## config.mk

```make
export PLATFORM = sky130hd
export DESIGN_NAME = voice_channel_stealing_allocator_core
export DESIGN_NICKNAME = d
export VERILOG_FILES = /design/src/rtl/core/vcsa_pkg.sv /design/src/rtl/core/vcsa_eval.sv /design/src/rtl/core/voice_channel_stealing_allocator_core.sv
export SDC_FILE = /design/constraint.sdc
export NUM_CORES = 1
export LEC_CHECK = 0
export BUFFER_PORTS_ARGS = -buffer_cell sky130_fd_sc_hd__buf_2
export CAP_MARGIN = 5
export CORE_UTILIZATION = 62
export CTS_CLUSTER_DIAMETER = 50
export DETAILED_ROUTE_END_ITERATION = 10
export GPL_ROUTABILITY_DRIVEN = 0
export GPL_TIMING_DRIVEN = 0
export PLACE_DENSITY = 0.85
export SYNTH_ARGS = -nofsm -noshare
export SYNTH_HDL_FRONTEND = slang
export SYNTH_SLANG_ARGS = --single-unit
```

## constraint.sdc

```tcl
create_clock -name clk_i -period 6 [get_ports clk_i]
set_clock_uncertainty 0.15 [all_clocks]
set_input_delay 0.6 -clock clk_i [delete_from_list [all_inputs] [get_ports clk_i]]
set_output_delay 0.6 -clock clk_i [all_outputs]
set_load 0.05 [all_outputs]
```

## src/rtl/core/vcsa_pkg.sv

```systemverilog
// types and constants shared by the voice channel stealing allocator
package vcsa_pkg;

  localparam int unsigned EntityW = 13;
  localparam int unsigned SlotW   = 4;
  localparam int unsigned LenW    = 24;
  localparam int unsigned NowW    = 31;
  localparam int unsigned TimeW   = 32;
  localparam int unsigned ChanW   = 6;

  localparam logic signed [TimeW-1:0] LifeStart = 32'sh7fff_ffff;
  localparam logic [SlotW-1:0]        SlotAny   = 4'hf;
  localparam logic [SlotW-1:0]        SlotNone  = 4'h0;

  typedef enum logic {
    MODE_START = 1'b0,
    MODE_STOP  = 1'b1
  } mode_e;

  typedef struct packed {
    mode_e              mode;
    logic [EntityW-1:0] entity;
    logic [SlotW-1:0]   slot;
    logic [LenW-1:0]    sound_length;
    logic [NowW-1:0]    now;
    logic               audible;
  } req_t;

  typedef struct packed {
    logic [EntityW-1:0] owner_entity;
    logic [SlotW-1:0]   owner_slot;
    logic [TimeW-1:0]   end_time;
    logic               voice_active;
  } entry_t;

  typedef struct packed {
    logic                    found;
    logic                    lock;
    logic                    was_active;
    logic [ChanW-1:0]        pick;
    logic signed [TimeW-1:0] best;
  } scan_t;

endpackage

```

## src/rtl/core/vcsa_eval.sv

```systemverilog
// per-entry selection step of the channel scan
module vcsa_eval (
  input  vcsa_pkg::req_t                  req_i,
  input  vcsa_pkg::entry_t                entry_i,
  input  logic [vcsa_pkg::EntityW-1:0]    player_i,
  input  logic [vcsa_pkg::ChanW-1:0]      idx_i,
  input  vcsa_pkg::scan_t                 cur_i,
  output vcsa_pkg::scan_t                 nxt_o
);
  import vcsa_pkg::*;

  logic signed [TimeW-1:0] life;
  logic                    same_owner;
  logic                    exact;
  logic                    override;
  logic                    protect;

  assign life       = signed'(entry_i.end_time - {1'b0, req_i.now});
  assign same_owner = (entry_i.owner_entity == req_i.entity);
  assign exact      = same_owner && (entry_i.owner_slot == req_i.slot);
  assign override   = (req_i.slot != SlotNone) && same_owner &&
                      ((entry_i.owner_slot == req_i.slot) || (req_i.slot == SlotAny));
  assign protect    = (entry_i.owner_entity == player_i) && (req_i.entity != player_i) &&
                      entry_i.voice_active;

  always_comb begin
    nxt_o = cur_i;
    if (!cur_i.lock) begin
      if (req_i.mode == MODE_STOP) begin
        if (exact) begin
          nxt_o.found      = 1'b1;
          nxt_o.lock       = 1'b1;
          nxt_o.pick       = idx_i;
          nxt_o.was_active = entry_i.voice_active;
        end
      end else if (override) begin
        nxt_o.found      = 1'b1;
        nxt_o.lock       = 1'b1;
        nxt_o.pick       = idx_i;
        nxt_o.was_active = entry_i.voice_active;
      end else if (!protect && (life < cur_i.best)) begin
        nxt_o.found      = 1'b1;
        nxt_o.best       = life;
        nxt_o.pick       = idx_i;
        nxt_o.was_active = entry_i.voice_active;
      end
    end
  end

endmodule

```

## src/rtl/core/voice_channel_stealing_allocator_core.sv

```systemverilog
// voice channel stealing allocator: top level with channel table and control
// Requests are served one at a time. After a request is taken the channel table
// is read one entry per cycle from a single-port memory, and any chosen entry
// is written back before the result is presented; the next request is taken
// as soon as the previous result has been loaded into the output register,
// even while that result is still stalled. A start request overrides a
// matching entity slot or steals the entry with the least remaining life,
// keeping the listener's active voices; a stop request silences the first
// exact owner and slot match. The table reads as all zero after reset, with
// no clearing pass.
module voice_channel_stealing_allocator_core #(
  parameter int unsigned DYNAMIC_CHANNELS = 8
) (
  input  logic                          clk_i,
  input  logic                          rst_ni,
  input  logic                          cfg_we_i,
  input  logic [vcsa_pkg::EntityW-1:0]  cfg_wdata_i,
  input  logic                          in_valid_i,
  output logic                          in_stall_o,
  input  logic                          mode_i,
  input  logic [vcsa_pkg::EntityW-1:0]  entity_i,
  input  logic signed [vcsa_pkg::SlotW-1:0] entity_channel_i,
  input  logic [vcsa_pkg::LenW-1:0]     sound_length_i,
  input  logic [vcsa_pkg::NowW-1:0]     now_i,
  input  logic                          audible_i,
  output logic                          out_valid_o,
  input  logic                          out_stall_i,
  output logic                          found_o,
  output logic [vcsa_pkg::ChanW-1:0]    channel_index_o,
  output logic                          stole_active_o
);
  import vcsa_pkg::*;

  localparam int unsigned IdxW = (DYNAMIC_CHANNELS > 1) ? $clog2(DYNAMIC_CHANNELS) : 1;
  localparam int unsigned CntW = $clog2(DYNAMIC_CHANNELS + 1);

  typedef enum logic [3:0] {
    ST_IDLE = 4'b0001,
    ST_SCAN = 4'b0010,
    ST_WB   = 4'b0100,
    ST_DONE = 4'b1000
  } state_e;

  state_e                state_q, state_d;
  logic [EntityW-1:0]    player_q;
  req_t                  req_q;
  logic [CntW-1:0]       rd_cnt_q;
  logic                  rvld_q;
  logic [ChanW-1:0]      ridx_q;
  logic                  rent_vld_q;
  entry_t                rdata_q;
  scan_t                 scan_q, scan_d;
  logic [DYNAMIC_CHANNELS-1:0] ent_vld_q;
  entry_t                mem_q [DYNAMIC_CHANNELS];

  logic                  in_acc;
  logic                  rd_en;
  logic [IdxW-1:0]       rd_addr;
  logic                  wr_en;
  logic [IdxW-1:0]       wr_addr;
  entry_t                wr_data;
  entry_t                rd_entry;
  logic                  out_load;
  logic                  out_valid_q;
  logic                  found_q;
  logic [ChanW-1:0]      chan_q;
  logic                  stole_q;

  assign in_stall_o = (state_q != ST_IDLE);
  assign in_acc     = in_valid_i && !in_stall_o;

  // table read, one entry per cycle
  assign rd_en   = (state_q == ST_SCAN) && (rd_cnt_q < CntW'(DYNAMIC_CHANNELS));
  assign rd_addr = rd_cnt_q[IdxW-1:0];

  // entries never written read as zero
  assign rd_entry = rent_vld_q ? rdata_q : '0;

  vcsa_eval u_eval (
    .req_i    (req_q),
    .entry_i  (rd_entry),
    .player_i (player_q),
    .idx_i    (ridx_q),
    .cur_i    (scan_q),
    .nxt_o    (scan_d)
  );

  // write-back of the chosen entry
  assign wr_en   = (state_q == ST_WB) && scan_q.found;
  assign wr_addr = scan_q.pick[IdxW-1:0];
  always_comb begin
    wr_data.owner_entity = req_q.entity;
    wr_data.owner_slot   = req_q.slot;
    if ((req_q.mode == MODE_START) && req_q.audible) begin
      wr_data.voice_active = 1'b1;
      wr_data.end_time     = {1'b0, req_q.now} + {{(TimeW-LenW){1'b0}}, req_q.sound_length};
    end else begin
      wr_data.voice_active = 1'b0;
      wr_data.end_time     = '0;
    end
  end

  always_ff @(posedge clk_i) begin
    if (wr_en) begin
      mem_q[wr_addr] <= wr_data;
    end
    if (rd_en) begin
      rdata_q <= mem_q[rd_addr];
    end
  end

  assign out_load = (state_q == ST_DONE) && (!out_valid_q || !out_stall_i);

  always_comb begin
    state_d = state_q;
    case (state_q)
      ST_IDLE: if (in_acc) state_d = ST_SCAN;
      ST_SCAN: if (!rd_en && !rvld_q) state_d = ST_WB;
      ST_WB:   state_d = ST_DONE;
      ST_DONE: if (out_load) state_d = ST_IDLE;
      default: state_d = ST_IDLE;
    endcase
  end

  always_ff @(posedge clk_i or negedge rst_ni) begin
    if (!rst_ni) begin
      state_q     <= ST_IDLE;
      player_q    <= '0;
      rd_cnt_q    <= '0;
      rvld_q      <= 1'b0;
      rent_vld_q  <= 1'b0;
      ent_vld_q   <= '0;
      out_valid_q <= 1'b0;
    end else begin
      state_q <= state_d;
      if (cfg_we_i) begin
        player_q <= cfg_wdata_i;
      end
      if (in_acc) begin
        rd_cnt_q <= '0;
      end else if (rd_en) begin
        rd_cnt_q <= rd_cnt_q + CntW'(1);
      end
      rvld_q <= rd_en;
      if (rd_en) begin
        rent_vld_q <= ent_vld_q[rd_addr];
      end
      if (wr_en) begin
        ent_vld_q[wr_addr] <= 1'b1;
      end
      if (out_load) begin
        out_valid_q <= 1'b1;
      end else if (out_valid_q && !out_stall_i) begin
        out_valid_q <= 1'b0;
      end
    end
  end

  always_ff @(posedge clk_i) begin
    if (in_acc) begin
      req_q.mode         <= mode_e'(mode_i);
      req_q.entity       <= entity_i;
      req_q.slot         <= entity_channel_i;
      req_q.sound_length <= sound_length_i;
      req_q.now          <= now_i;
      req_q.audible      <= audible_i;
      scan_q.found       <= 1'b0;
      scan_q.lock        <= 1'b0;
      scan_q.was_active  <= 1'b0;
      scan_q.pick        <= '0;
      scan_q.best        <= LifeStart;
    end else if (rvld_q) begin
      scan_q <= scan_d;
    end
    if (rd_en) begin
      ridx_q <= ChanW'(rd_addr);
    end
    if (out_load) begin
      found_q <= scan_q.found;
      chan_q  <= scan_q.found ? scan_q.pick : '0;
      stole_q <= scan_q.found && scan_q.was_active;
    end
  end

  assign out_valid_o     = out_valid_q;
  assign found_o         = found_q;
  assign channel_index_o = chan_q;
  assign stole_active_o  = stole_q;

  a_out_from_done: assert property (@(posedge clk_i) disable iff (!rst_ni)
    $rose(out_valid_q) |-> $past(state_q == ST_DONE))
    else $error("result presented outside completion");

  a_wb_after_reads: assert property (@(posedge clk_i) disable iff (!rst_ni)
    (state_q == ST_WB) |-> (!rvld_q && !rd_en))
    else $error("write-back while table reads outstanding");

  a_no_find_zero: assert property (@(posedge clk_i) disable iff (!rst_ni)
    (out_valid_o && !found_o) |-> (channel_index_o == '0 && !stole_active_o))
    else $error("empty result carries nonzero fields");

  a_scan_hold: assert property (@(posedge clk_i) disable iff (!rst_ni)
    (state_q == ST_IDLE) |=> (state_q == ST_IDLE || state_q == ST_SCAN))
    else $error("illegal exit from idle");

  a_wr_in_range: assert property (@(posedge clk_i) disable iff (!rst_ni)
    wr_en |-> ({1'b0, scan_q.pick} < (ChanW+1)'(DYNAMIC_CHANNELS)))
    else $error("write-back index beyond table");

endmodule
```

# Yosys cells after proc, flatten, opt, wreduce, memory -nomap -nowiden
# Memory sizes are Yosys's and may differ from the RTL's. A register that Yosys moved wholly into a read port is not among the register bits.
# Index checks and enable logic that the tools add are counted.
dict set report word_totals {
  word_cells 105
  n_memories 1
  in_bits 92
  mem_bits_rw 400
  out_inout_bits 10
  ff_bits 158
}
dict set report op_classes {
  add_sub_neg 3
  n_eq_ne 14
  n_lt_le_gt_ge 5
  n_mux 26
  reduce_logical 30
  bitwise 4
}
# name words word_bits rd rd_ports_with_merged_regs write_ports line
set memory_table {}
lappend memory_table {mem_q 8 50 1 1 1 voice_channel_stealing_allocator_core.sv:54} ;# entry_t mem_q [DYNAMIC_CHANNELS];
# cell n
set ops {}
lappend ops {{$mux W32} 2}
lappend ops {{$mux W50} 1}
lappend ops {{$mux W40} 1}
lappend ops {{$mux W39} 1}
lappend ops {{$mux W33} 1}
lappend ops {{$add A31 B24 Y32} 1}
lappend ops {{$lt A32 B32 Y1} 1}
lappend ops {{$sub A32 B31 Y32} 1}
lappend ops {{$eq A13 B13 Y1} 2}
lappend ops {{$mux W4} 5}
lappend ops {{$mux W9} 2}
lappend ops {{$pmux W4 S4} 1}
lappend ops {{$logic_and A1 B1 Y1} 15}
lappend ops {{$ne A13 B13 Y1} 1}
lappend ops {{$mux W1} 9}
lappend ops {{$eq A4 B4 Y1 const B} 2}
lappend ops {{$lt A3 B4 Y1 const B} 2}
lappend ops {{$or A8 B8 Y8} 1}
lappend ops {{$mux W7} 1}
lappend ops {{$logic_not A1 Y1} 6}
lappend ops {{$reduce_and A5 Y1} 1}
lappend ops {{$add A4 B1 Y4 const B} 1}
lappend ops {{$eq A4 B1 Y1 const B} 1}
lappend ops {{$eq A4 B2 Y1 const B} 1}
lappend ops {{16 further kinds} 22}

# Depth between registers and ports, before layout
# Gate-level depths: netlist of the first run.
dict set report logic_depth {
  ltp_word 10
  ltp_mapped 25
  mapped_depth_nobuf 21
}

# By module
# Synthesis of the first run repeated with hierarchy kept, for this count alone.
dict set report unflattened {
  cells_unflattened 1727
  area_unflattened_um2 27283.7
}
# mod cells_per_inst n_inst area_per_inst_um2 seq_area_each_um2
set by_module_without_submodules {}
lappend by_module_without_submodules {voice_channel_stealing_allocator_core 1273 1 23864.1 17688.2}
lappend by_module_without_submodules {vcsa_eval 454 1 3419.5 0.0}

# Least setup slack after synthesis of the first run
# No wires, ideal clock.
dict set report synth_path {
  path_type {register to register}
  startpoint {register rent_vld_q}
  endpoint {register scan_q[15] (netlist bit)}
  synth_period_minus_slack_ns 4.988
  arrival_time_ns 4.697
  path_stages_with_launch 26
  t_required_ns 5.709
  n_path_buf 5
  slack_ns 1.012
  setup_time_ns 0.141
  cell_sequence {dfrtp_1 clkbuf_1 buf_2 clkbuf_1 nand2_1 ha_1 fa_1 nand2b_1 a21oi_1 o211ai_2 o22ai_1 a211oi_2 nor2_1 a221oi_1 xnor2_1 ha_1 o21ai_0 o21ai_0 o211ai_1 a21oi_1 a21oi_1 o21ai_1 nor3_2 buf_2 buf_2 o211ai_1}
}
dict set report synth_via {
  elab_cells_between_ends 15
  cone_classes {add/sub: 1; order compare: 1; eq/ne: 3; mux: 1; bitwise: 1; reduce/logical: 8}
}
# element line
set synth_rtl {}
lappend synth_rtl {{start: declaration} voice_channel_stealing_allocator_core.sv:50} ;# logic rent_vld_q;
lappend synth_rtl {{start signal: assignment} voice_channel_stealing_allocator_core.sv:146} ;# rent_vld_q <= ent_vld_q[rd_addr];
lappend synth_rtl {{$mux W50} voice_channel_stealing_allocator_core.sv:77} ;# assign rd_entry = rent_vld_q ? rdata_q : '0;
lappend synth_rtl {{$sub A32 B31 Y32} vcsa_eval.sv:18} ;# assign life = signed'(entry_i.end_time - {1'b0, req_i.now});
lappend synth_rtl {{net u_eval.life[26]} vcsa_eval.sv:12} ;# logic signed [TimeW-1:0] life;
lappend synth_rtl {{$lt A32 B32 Y1} vcsa_eval.sv:41} ;# end else if (!protect && (life < cur_i.best)) begin
lappend synth_rtl {{$logic_and A1 B1 Y1} vcsa_eval.sv:41}
lappend synth_rtl {{$reduce_and A5 Y1 (no source line)} n/a}
lappend synth_rtl {{end signal: assignment} voice_channel_stealing_allocator_core.sv:173} ;# scan_q <= scan_d;
lappend synth_rtl {{end: declaration} voice_channel_stealing_allocator_core.sv:52} ;# scan_t scan_q, scan_d;
# The timed path passes the listed nets, and every way through them passes these cells.
# A chain may end at the register's enable or synchronous reset.

# Final worst setup path of the first run
dict set report layout_path {
  startpoint {register rent_vld_q}
  endpoint {register scan_q[6] (netlist bit)}
}
# The elaborated chain is that of the path after synthesis.

==> metrics.txt, run 1 <==
status=complete, no violations; final non-filler cell total=2512; Core Region=0.0419 mm²; Async SR Flop Fraction=5.32%; wire length per cell=24.5 µm; CTS tree=done; diode count=0; clk slew on worst S/H paths=0.06 ns; Req. time, crit path=6.29 ns; count of cell types in the netlist=77; Crit-path slowest cell=dfrtp_2; CP Capture Type=flop; Final nets=2107; largest net degree at the start of global routing=83; WS Path Type=reg -> reg; Site Rows=75; Global Route Usage Sum=28.6%; Cell Pwr Density=423 mW/mm²; Die X=208 µm; fin crit share=95.7%; number of max-capacitance violations reported=0; global-route wire length before repair=93.7 mm; main area contributors after synthesis=edfxtp_1 60%, mux4_2 8.7%, ha_1 4.1%, dfrtp_1 2.9%, dfxtp_1 2.9%; Max stage delay on crit path=0.49 ns; Initial Utilization=63.0%; register bit total from synthesis=602; clock tree buffer depth=3; Worst-Skew Late Latency=0.62 ns; DRC violation total after the first TritonRoute iteration=1651; max_slew headroom=29.3%; Synth Instances=1670; final setup violation count=0; register area share after synthesis=66.4%; DP Area=0.0281 mm²; FMAX=174 MHz; number of I/O pins=102; DRC=0; vias=16300; number of buffers created by CTS=60; htree depth=2; Worst Path Arrival=6.03 ns; Final HPWL DP=38.6 mm; number of synthesized flops with an enable pin=532; worst vdd ir=273 µV; CP Launch Type=flop; post-layout minimum cycle time=5.74 ns; Multi-input gate area=0.00843 mm²; Main synth FF type=edfxtp_1; post-synth top area share=60.5%; final worst slack=0.255 ns; most common cell in the netlist=edfxtp_1; worst hold path type=in -> reg; antenna-violating nets left=0; total congestion overflow=0; CP Cell Sequence=buf_4 > clkbuf_4 > nand2_1 > ha_1 > fa_1 > nand2b_1 > a21oi_2 > o211ai_2 > o22ai_4 > a41oi_1 > xnor2_1 > ha_1 > nand2_1 > nor2_1 > a211oi_1 > o211ai_1 > a21oi_1 > o21ai_1 > nor3_2 > clkbuf_1 > o211ai_1; vias in the first global route=16400; total iterations of the first detailed-routing run=6; FILL cells=2379; layout cells sized above 1=22.5%; Yosys warning total=0; CTS sink cnt=602; Layout Utilization=73.3%; Die ar.=0.0434 mm²; Port Buf Inserts=98; Die H=208 µm; Post-synth top cells=532 x edfxtp_1, 102 x mux4_2, 87 x ha_1; CP max FO=10; Synth area leader=edfxtp_1; Lkg Pwr=0.0111 µW; placed cell count=2336; Tightest Pin Transition=1.06 ns; Reg area=0.0175 mm²; dpl ws=-0.634 ns; Cell Area, Synth=0.0264 mm²; Mapped Avg Cell Area=15.8 µm²; WHS=0.0167 ns; Final Hold Viols=0; Area Overhead vs Synth=16.3%; Root Driver=clkbuf_16; Detailed Route WL=61.6 mm; Max Transition Viols Final=0; finished layout cell area=0.0307 mm²; initial antenna violation count=0; Vias/cell=6.48
-- state kept, by name (all words and copies together) (netlist names) --
name	flops
mem_q	400
req_q	74
rdata_q	50
scan_q	38
player_q	13
ent_vld_q	8
rd_cnt_q	4
state_q	4
channel_index_o	3
ridx_q	3
found_o	1
out_valid_o	1
rent_vld_q	1
rvld_q	1
stole_active_o	1
-- where the power goes --
group | internal (µW) | switching (µW)
registers | 5110 | 270
logic | 1640 | 2310
clock network | 2100 | 1570
-- final cells by class --
class / count / share of cell area, %
repair buffers: 193 / 5.19
flip-flops and latches: 602 / 57.1
multi-input cells: 935 / 27.4
well taps: 539 / 2.19
clock buffers: 85 / 5.55
inverters: 77 / 0.957
plain buffers: 57 / 0.892
clock inverters: 24 / 0.692
-- cells by family (layout without fill, tap and decap cells) --
group	after synthesis	after routing	share of synthesized area [%]
AND/OR/NAND/NOR	330	330	6.43
buffers and inverters	135	436	2.10
adder cells (fa/ha/maj)	89	89	4.27
XOR/XNOR	80	80	2.65
flip-flops	602	602	66.4
multiplexers	169	169	11.5
AO/OA/AOI/OAI	264	264	6.60
other	1	3	0.0142
-- path summary, 6_finish.rpt --
kind / slack, ns / startpoint / cells after the start / to
max in group asynchronous: 4.66 / rst_ni / 2 / rent_vld_q
min in group asynchronous: 0.48 / rst_ni / 2 / player_q[2]
worst min register to register: 0.32 / rd_cnt_q[2] / 0 / ridx_q[2]
worst max register to register: 0.26 / rent_vld_q / 21 / scan_q[6]
worst max-delay path: 0.26 / rent_vld_q / 21 / scan_q[6]
worst min-delay path: 0.02 / sound_length_i[10] / 1 / req_q[42]
-- layer usage --
metal / global-route usage, % / wire length (µm) / up-vias
met1: 38.3 / 23600 / 8095
met3: 4.92 / 5430 / 176
met5: 0 / 0 / -
li1: - / - / 7011
met2: 47.4 / 30400 / 997
met4: 10.9 / 2090 / 0
-- cells in the final DEF (no fill, tap or decap), types with 9 or more instances in the layout --
master	n
a21o_1	32
a21oi_1	65
and2_1	40
buf_1	15
buf_12	13
buf_2	103
buf_4	9
buf_6	11
clkbuf_1	43
clkbuf_16	61
clkbuf_8	11
clkinv_1	9
dfrtp_1	30
dfxtp_1	38
dlygate4sd3_1	64
edfxtp_1	532
ha_1	87
inv_1	75
mux2_2	63
mux4_2	102
nand2_1	78
nand2b_1	12
nand3_1	18
nand4_1	24
nor2_1	66
nor2b_1	10
nor3_1	18
o211ai_1	29
o21ai_0	54
or2_2	13
or3_1	9
xnor2_1	49
xor2_1	31
-- through the flow --
stage,TNS [ns],power (µW)
global route,-0.124,13500
detailed placement,-19.38,9200
finish,0,13000
global placement,-263.75,9010
floorplan,0,8150
CTS,0,12900
-- repair_timing --
| item | in CTS | in global routing |
|---|---|---|
| hold buffers | 64 | 0 |
| endpoints found under the setup margin | 37 | 37 |
| gates resized for setup | 4 | 12 |
| hold endpoints to repair | 94 | 0 |
| buffers inserted | 0 | 4 |
| pin swaps | 0 | 1 |
-- critical path, delay by kind of cell, from the launching register on --
kind	cells	cell delay, ns
flops	1	0.49
simple gates	5	0.73
compound gates	9	1.85
buf+inv	3	1.00
fa+ha+maj	3	1.00
xor+xnor	1	0.33
No activity file was read; power rests on OpenSTA's default activity.
==> run 2: changes to the inputs <==
--- a/config.mk
+++ b/config.mk
@@ -7,7 +7,9 @@
 export LEC_CHECK = 0
 export BUFFER_PORTS_ARGS = -buffer_cell sky130_fd_sc_hd__buf_2
 export CAP_MARGIN = 5
-export CORE_UTILIZATION = 62
+export CELL_PAD_IN_SITES_DETAIL_PLACEMENT = 0
+export CELL_PAD_IN_SITES_GLOBAL_PLACEMENT = 1
+export CORE_UTILIZATION = 53
 export CTS_CLUSTER_DIAMETER = 50
 export DETAILED_ROUTE_END_ITERATION = 10
 export GPL_ROUTABILITY_DRIVEN = 0
==> run 2 against run 1 <==
Highest routed layer unchanged. First-iteration DRC count shrank 7.9%. Critical path type unchanged. Critical endpoint is now scan_q[17]. Clock power rose by 7.4%. Design area increased by 0.20%. Final cell count increased by 4.1%. Maximum frequency is 0.55% higher. Sequential share of layout area shrank 0.11 points.
==> metrics.txt, run 2 (synthesis gave the netlist of run 1 again) <==
status=complete, no violations; DRC=0 (unchanged); hold path start=now_i[6]; largest net degree at the start of global routing=83 (unchanged); CP Capture Type=flop; Initial Utilization=53.8% (-9.1 points); Reg power frac=40.3% (-1.1 points); global-route wire length before repair=93.4 mm (-0.34%); Core Region=0.0491 mm² (+17%); Detailed Route WL=61.1 mm (-0.74%); R2R depth=23 (+9.5%); FMAX=175 MHz (+0.55%); CP max FO=10 (unchanged); Worst Path Arrival=6.00 ns (-0.03 ns); FILL cells=3513 (+48%); Final nets=2077 (-1.4%); post-layout minimum cycle time=5.71 ns (-0.0317 ns); layout cells sized above 1=23.6% (+1.1 points); Global Route Usage Sum=24.9% (-3.8 points); Req. time, crit path=6.29 ns (about the same); WHS Path Cells=1 (unchanged); Cell Pwr Density=433 mW/mm² (+2.4%); max_slew headroom=19.2% (-10 points); Reg-to-Reg Start=rent_vld_q; WS Path Type=reg -> reg; Lkg Pwr=0.0111 µW (-0.39%); placed cell count=2462 (+5.4%); Root Driver=clkbuf_16; htree depth=3 (+1); worst vdd ir=280 µV (+2.5%); Vias/cell=5.94 (-8.4%); WHS=0.0161 ns (-0.000595 ns); Tightest Pin Transition=1.21 ns (+0.152 ns); Die H=225 µm (+8.1%); switching part of the total power=32.5% (+0.57 points); sw power=4330 µW (+4.4%); Worst-Skew Late Latency=0.62 ns (about the same); wire length per cell=23.4 µm (-4.6%); final setup violation count=0 (unchanged); commonest non-fill, non-tap cell in the layout=edfxtp_1; total congestion overflow=0 (unchanged); reg-to-reg setup timing slack=0.29 ns (+0.03 ns); antenna-violating nets left=0 (unchanged); Port Buf Inserts=98 (unchanged); Tot Pwr=13300 µW (+2.6%); initial antenna violation count=0 (unchanged); commonest cells after routing, fill and taps aside=532 x edfxtp_1, 103 x buf_2, 102 x mux4_2; clock power share=29.5% (+1.3 points); Crit-path slowest cell=dfrtp_2; RSZ-0062 raised after global routing=false; Max Transition Viols Final=0 (unchanged); clk slew on worst S/H paths=0.06 ns (about the same); Max stage delay on crit path=0.44 ns (-0.05 ns); max FFs per register=400 (unchanged); Layout Utilization=62.8% (-10 points); Top Registers=mem_q x400, req_q x74, rdata_q x50; number of max-capacitance violations reported=0 (unchanged); number of I/O pins=102 (unchanged); fin crit share=95.2% (-0.53 points); DRC violation total after the first TritonRoute iteration=1520 (-7.9%); CTS tree=done; CTS sink cnt=602 (unchanged); Final Hold Viols=0 (unchanged); number of buffers created by CTS=67 (+12%); largest reg by FF count=mem_q; Area Overhead vs Synth=16.6%; Site Rows=81 (+8.0%); vias in the first global route=16000 (-2.7%); vias=15500 (-4.6%); crit path from=rent_vld_q; Gate power share=30.2% (-0.2 points); Final HPWL DP=40.9 mm (+5.8%); CP Launch Type=flop; Die X=225 µm (+8.1%); diode count=0 (unchanged); Die ar.=0.0507 mm² (+17%); total iterations of the first detailed-routing run=5 (-1); CP Cell Sequence=buf_6 > clkbuf_2 > and2_1 > ha_1 > a21o_1 > or3_1 > o211ai_2 > o22ai_4 > a211oi_4 > nor2_2 > a221oi_1 > xnor2_1 > ha_1 > o21ai_0 > o21ai_0 > o211ai_1 > a21oi_2 > a21oi_4 > o21ai_2 > nor3_4 > buf_4 > clkbuf_4 > o211ai_1; worst hold path type=in -> reg; clock tree buffer depth=3 (unchanged); internal power=9010 µW (+1.7%); final non-filler cell total=2614 (+4.1%)
[run 2: per-stage QoR]
stage          TNS [ns]  instance area [µm²]  worst slack [ns]
2_1_floorplan         0                26400              1.01
3_3_place_gp    -308.68                27700             -2.53
5_1_grt               0                30800            0.0405
6_report              0                30800             0.287
4_1_cts               0                30700            0.0245
3_5_place_dp     -60.20                28300             -1.86
[run 2: worst paths after layout]
path | end
setup reg to reg | scan_q[17]
min in group asynchronous | player_q[5]
hold / removal | req_q[7]
hold reg to reg | ent_vld_q[6]
setup / recovery | scan_q[17]
max in group asynchronous | rent_vld_q
[run 2: metal layers]
metal	wire length, µm	global-route usage, %
met3	4170	4.92
met1	24900	33.0
met4	1700	8.14
met2	30300	41.3
met5	0	0
[run 2: timing repair]
item,CTS,global route
pin swaps,1,3
resized for setup,14,12
hold endpoints to repair,53,3
endpoints found under the setup margin,37,37
hold buffers,23,3
buffers inserted,2,2
[run 2: final cells by class]
| cell class | instances | area [µm²] | area share (%) |
|---|---|---|---|
| plain buffers | 57 | 282 | 0.914 |
| multi-input cells | 935 | 8470 | 27.5 |
| flip-flops and latches | 602 | 17500 | 57.0 |
| well taps | 664 | 831 | 2.70 |
| clock inverters | 29 | 280 | 0.910 |
| inverters | 77 | 294 | 0.955 |
| repair buffers | 156 | 1270 | 4.11 |
| clock buffers | 94 | 1830 | 5.95 |
[run 2: critical path, delay by kind of cell (launching register included)]
family | cells | cell delay (ns)
fa+ha+maj | 2 | 0.64
flops | 1 | 0.44
compound gates | 12 | 2.29
xor+xnor | 1 | 0.24
simple gates | 4 | 0.89
buf+inv | 4 | 0.86
[run 2: power by group through the flow]
| stage | registers (µW) | logic [µW] | clock network [µW] |
|---|---|---|---|
| detailed placement | 5450 | 3870 | 0 |
| global route | 5400 | 4410 | 4160 |
| global placement | 5470 | 3750 | 0 |
| finish | 5370 | 4030 | 3940 |
| floorplan | 5350 | 2800 | 0 |
| CTS | 5370 | 3960 | 3990 |
==> run 3: changes to the inputs <==
--- a/config.mk
+++ b/config.mk
@@ -5,11 +5,12 @@
 export SDC_FILE = /design/constraint.sdc
 export NUM_CORES = 1
 export LEC_CHECK = 0
+export ABC_AREA = 1
 export BUFFER_PORTS_ARGS = -buffer_cell sky130_fd_sc_hd__buf_2
 export CAP_MARGIN = 5
 export CELL_PAD_IN_SITES_DETAIL_PLACEMENT = 0
 export CELL_PAD_IN_SITES_GLOBAL_PLACEMENT = 1
-export CORE_UTILIZATION = 53
+export CORE_UTILIZATION = 50
 export CTS_CLUSTER_DIAMETER = 50
 export DETAILED_ROUTE_END_ITERATION = 10
 export GPL_ROUTABILITY_DRIVEN = 0
==> constraint.sdc (replaced) <==
create_clock -name clk_i -period 6 [get_ports clk_i]
set_clock_uncertainty 0.15 [all_clocks]
set_input_delay 0 -clock clk_i [delete_from_list [all_inputs] [get_ports clk_i]]
set_output_delay 0 -clock clk_i [all_outputs]
set_load 0.05 [all_outputs]
==> run 3 against run 2 <==
Design area rose by 8.3%. Core utilization fell by 0.83 points. Sequential power up 2%. Die area grew 9.3%. Critical endpoint is now scan_q[13]. Highest routed layer unchanged.
==> metrics.txt, run 3 <==
Die H=236 µm (+4.6%); Async SR Flop Fraction=5.32% (unchanged); Core Region=0.0538 mm² (+9.7%); Synth area leader=edfxtp_1; register bit total from synthesis=602 (unchanged); Top Registers=mem_q x400, req_q x74, rdata_q x50; WL met1=31.9 mm (+28%); Gate power share=33.1% (+2.9 points); Area Overhead vs Synth=22.2%; Final HPWL DP=50.9 mm (+25%); status=complete, no violations; post-synth top area share=58.6% (-1.9 points); Worst-Skew Late Latency=0.63 ns (about the same); internal power=9080 µW (+0.80%); Detailed Route WL=76.4 mm (+25%); commonest cells after routing, fill and taps aside=532 x edfxtp_1, 478 x nor2_1, 311 x nand2_1; CTS sink cnt=602 (unchanged); commonest non-fill, non-tap cell in the layout=edfxtp_1; Main synth FF type=edfxtp_1; clock power share=29.0% (-0.5 points); Final nets=3133 (+51%); antenna-violating nets left=0 (unchanged); CP Launch Type=flop; fin crit share=92.1% (-3.1 points); vias in the first global route=20700 (+30%); vias=21100 (+36%); Cell Area, Synth=0.0273 mm² (+3.2%); worst hold path type=in -> reg; Final Hold Viols=0 (unchanged); DRC violation total after the first TritonRoute iteration=2173 (+43%); WS Path Type=reg -> reg; postcts setup bufs=0 (-2); number of max-capacitance violations reported=0 (unchanged); sum of negative setup slack=0 ns (unchanged); largest net degree at the start of global routing=63 (-24%); count of cell types in the netlist=47 (-39%); layout cells sized above 1=8.85% (-15 points); Lkg Pwr=0.0131 µW (+18%); number of synthesized flops with an enable pin=532 (unchanged); Cell Pwr Density=431 mW/mm² (-0.49%); FMAX=181 MHz (+3.4%); Port Buf Inserts=98 (unchanged); wire length per cell=20.6 µm (-12%); finished layout cell area=0.0333 mm² (+8.3%); uppermost layer routed=met4; DRC=0 (unchanged); DP Area=0.0290 mm² (+2.6%); Initial Utilization=50.7% (-3.2 points); main area contributors after synthesis=edfxtp_1 59%, nor2_1 6.7%, o21ai_0 5.3%, nand2_1 4.3%, ha_1 4.0%; Vias/cell=5.69 (-4.2%); Detail Route met3 WL=6.44 mm (+54%); clock tree buffer depth=3 (unchanged); Die ar.=0.0555 mm² (+9.3%); post-layout minimum cycle time=5.52 ns (-0.189 ns); Tightest Pin Transition=1.02 ns (-0.197 ns); CTS tree=done; Site Rows=85 (+4.9%); largest reg by FF count=mem_q; Post-synth top cells=532 x edfxtp_1, 487 x nor2_1, 311 x nand2_1; Die X=236 µm (+4.6%); diode count=0 (unchanged); max_slew headroom=32.0% (+13 points); RSZ-0062 raised after global routing=false; CP max FO=10 (unchanged); max FFs per register=400 (unchanged); final setup violation count=0 (unchanged); Yosys warning total=0 (unchanged); Reg power frac=38.0% (-2.3 points); register area share after synthesis=64.3% (-2.1 points); switching part of the total power=36.8% (+4.3 points); total iterations of the first detailed-routing run=6 (+1); total congestion overflow=0 (unchanged); Worst Path Arrival=5.91 ns (-0.09 ns); Mapped Avg Cell Area=10.6 µm² (-33%); most common cell in the netlist=edfxtp_1; global-route wire length before repair=118 mm (+26%); Root Driver=clkbuf_16; WL met2=35.5 mm (+17%); clk slew on worst S/H paths=0.06 ns (about the same); initial antenna violation count=0 (unchanged); number of buffers created by CTS=69 (+3.0%); CP Capture Type=flop; htree depth=3 (unchanged); Global Route Usage Sum=27.7% (+2.8 points); Max Transition Viols Final=0 (unchanged); Synth Instances=2563 (+53%); worst vdd ir=278 µV (-0.65%); Req. time, crit path=6.38 ns (+0.09 ns); sw power=5290 µW (+22%); number of I/O pins=102 (unchanged)
[run 3: cell types whose count changed in the layout (fill, tap and decap cells not counted), sizes merged, moves of 38 or more]
cell / delta
a21oi: +53
mux4: -102
inv: +132
a31oi: +48
o21ai: +239
clkbuf: +44
dlygate4sd3: +175
and2: -40
xnor2: -38
o22ai: +44
nand2: +239
mux2: -60
nor2: +416
nand3: +72
[run 3: final timing paths]
path,from,end,slack (ns),cells past startpoint
max in group asynchronous,rst_ni,player_q[5],5.21,4
max reg2reg,rent_vld_q,scan_q[13],0.48,23
max,rent_vld_q,scan_q[13],0.48,23
min,in_valid_i,state_q[0],0.06,5
min in group asynchronous,rst_ni,state_q[0],0.28,3
min reg2reg,scan_q[19],scan_q[19],0.31,2
[run 3: cell families (layout without fill, tap and decap cells)]
| group | count (synthesis) | in the layout | synth area share, % |
|---|---|---|---|
| simple gates | 943 | 943 | 13.9 |
| compound gates | 553 | 553 | 11.0 |
| xor+xnor | 60 | 60 | 1.93 |
| fa+ha+maj | 89 | 89 | 4.14 |
| flops | 602 | 602 | 64.3 |
| other cells | 1 | 3 | 0.0138 |
| mux | 3 | 3 | 0.124 |
| buf+inv | 312 | 753 | 4.54 |
[run 3: critical path, cell delays in order (launching register included)]
cell	delay (ns)
dfrtp_1	0.41
buf_4	0.18
buf_4	0.31
clkbuf_1	0.44
nand2_1	0.11
ha_1	0.24
fa_1	0.49
o21ai_0	0.36
nand3_1	0.13
nand3_1	0.19
xor2_1	0.35
inv_1	0.11
ha_1	0.30
nand2_1	0.07
nor4_1	0.28
nand2_1	0.09
nand2_1	0.06
nand2_1	0.07
nand3_1	0.15
nand3_1	0.27
inv_2	0.26
buf_4	0.22
nand3_1	0.09
nand3_1	0.09
[run 3: routing by layer]
layer / vias to the layer above / global-route usage [%]
met4: 0 / 11.5
met1: 10200 / 38.1
met2: 985 / 44.0
met3: 174 / 4.37
met5: - / 0
li1: 9729 / -
[run 3: what timing repair did]
action                                  in CTS  in global routing
hold endpoints to repair                   132                  0
resized for setup                            0                  3
hold buffers                               202                  0
endpoints found under the setup margin       0                 24
[run 3: area by class of cell]
class                      instances  area, µm²
tap                              696        871
clock inverter                    32        380
fill                            4166      20500
timing repair buffer             316       2860
multi-input combinational       1651       8570
inverter                         209        785
clock buffer                      93       1870
sequential                       602      17500
buffer                           103        459
[run 3: power by group through the flow]
stage	Combinational, µW	Clock, µW	Sequential (µW)
final	4750	4160	5460
after global routing	5240	4380	5480
after CTS	4660	4200	5440
after detailed placement	4530	0	5520
after global placement	4340	0	5560
after floorplan	3050	0	5430
[run 3: metrics by stage]
step / hold WS (ns) / total power [µW] / cells / util, % / setup WS (ns)
final: 0.0609 / 14400 / 3702 / 61.9 / 0.476
after global routing: 0.112 / 15100 / 3702 / 61.9 / 0.120
after CTS: 0.0160 / 14300 / 3702 / 61.9 / 0.331
after detailed placement: -0.0128 / 10100 / 3375 / 54.0 / 0.372
after global placement: -0.0292 / 9900 / 3359 / 53.2 / 0.291
after floorplan: -0.446 / 8480 / 2565 / - / 1.73
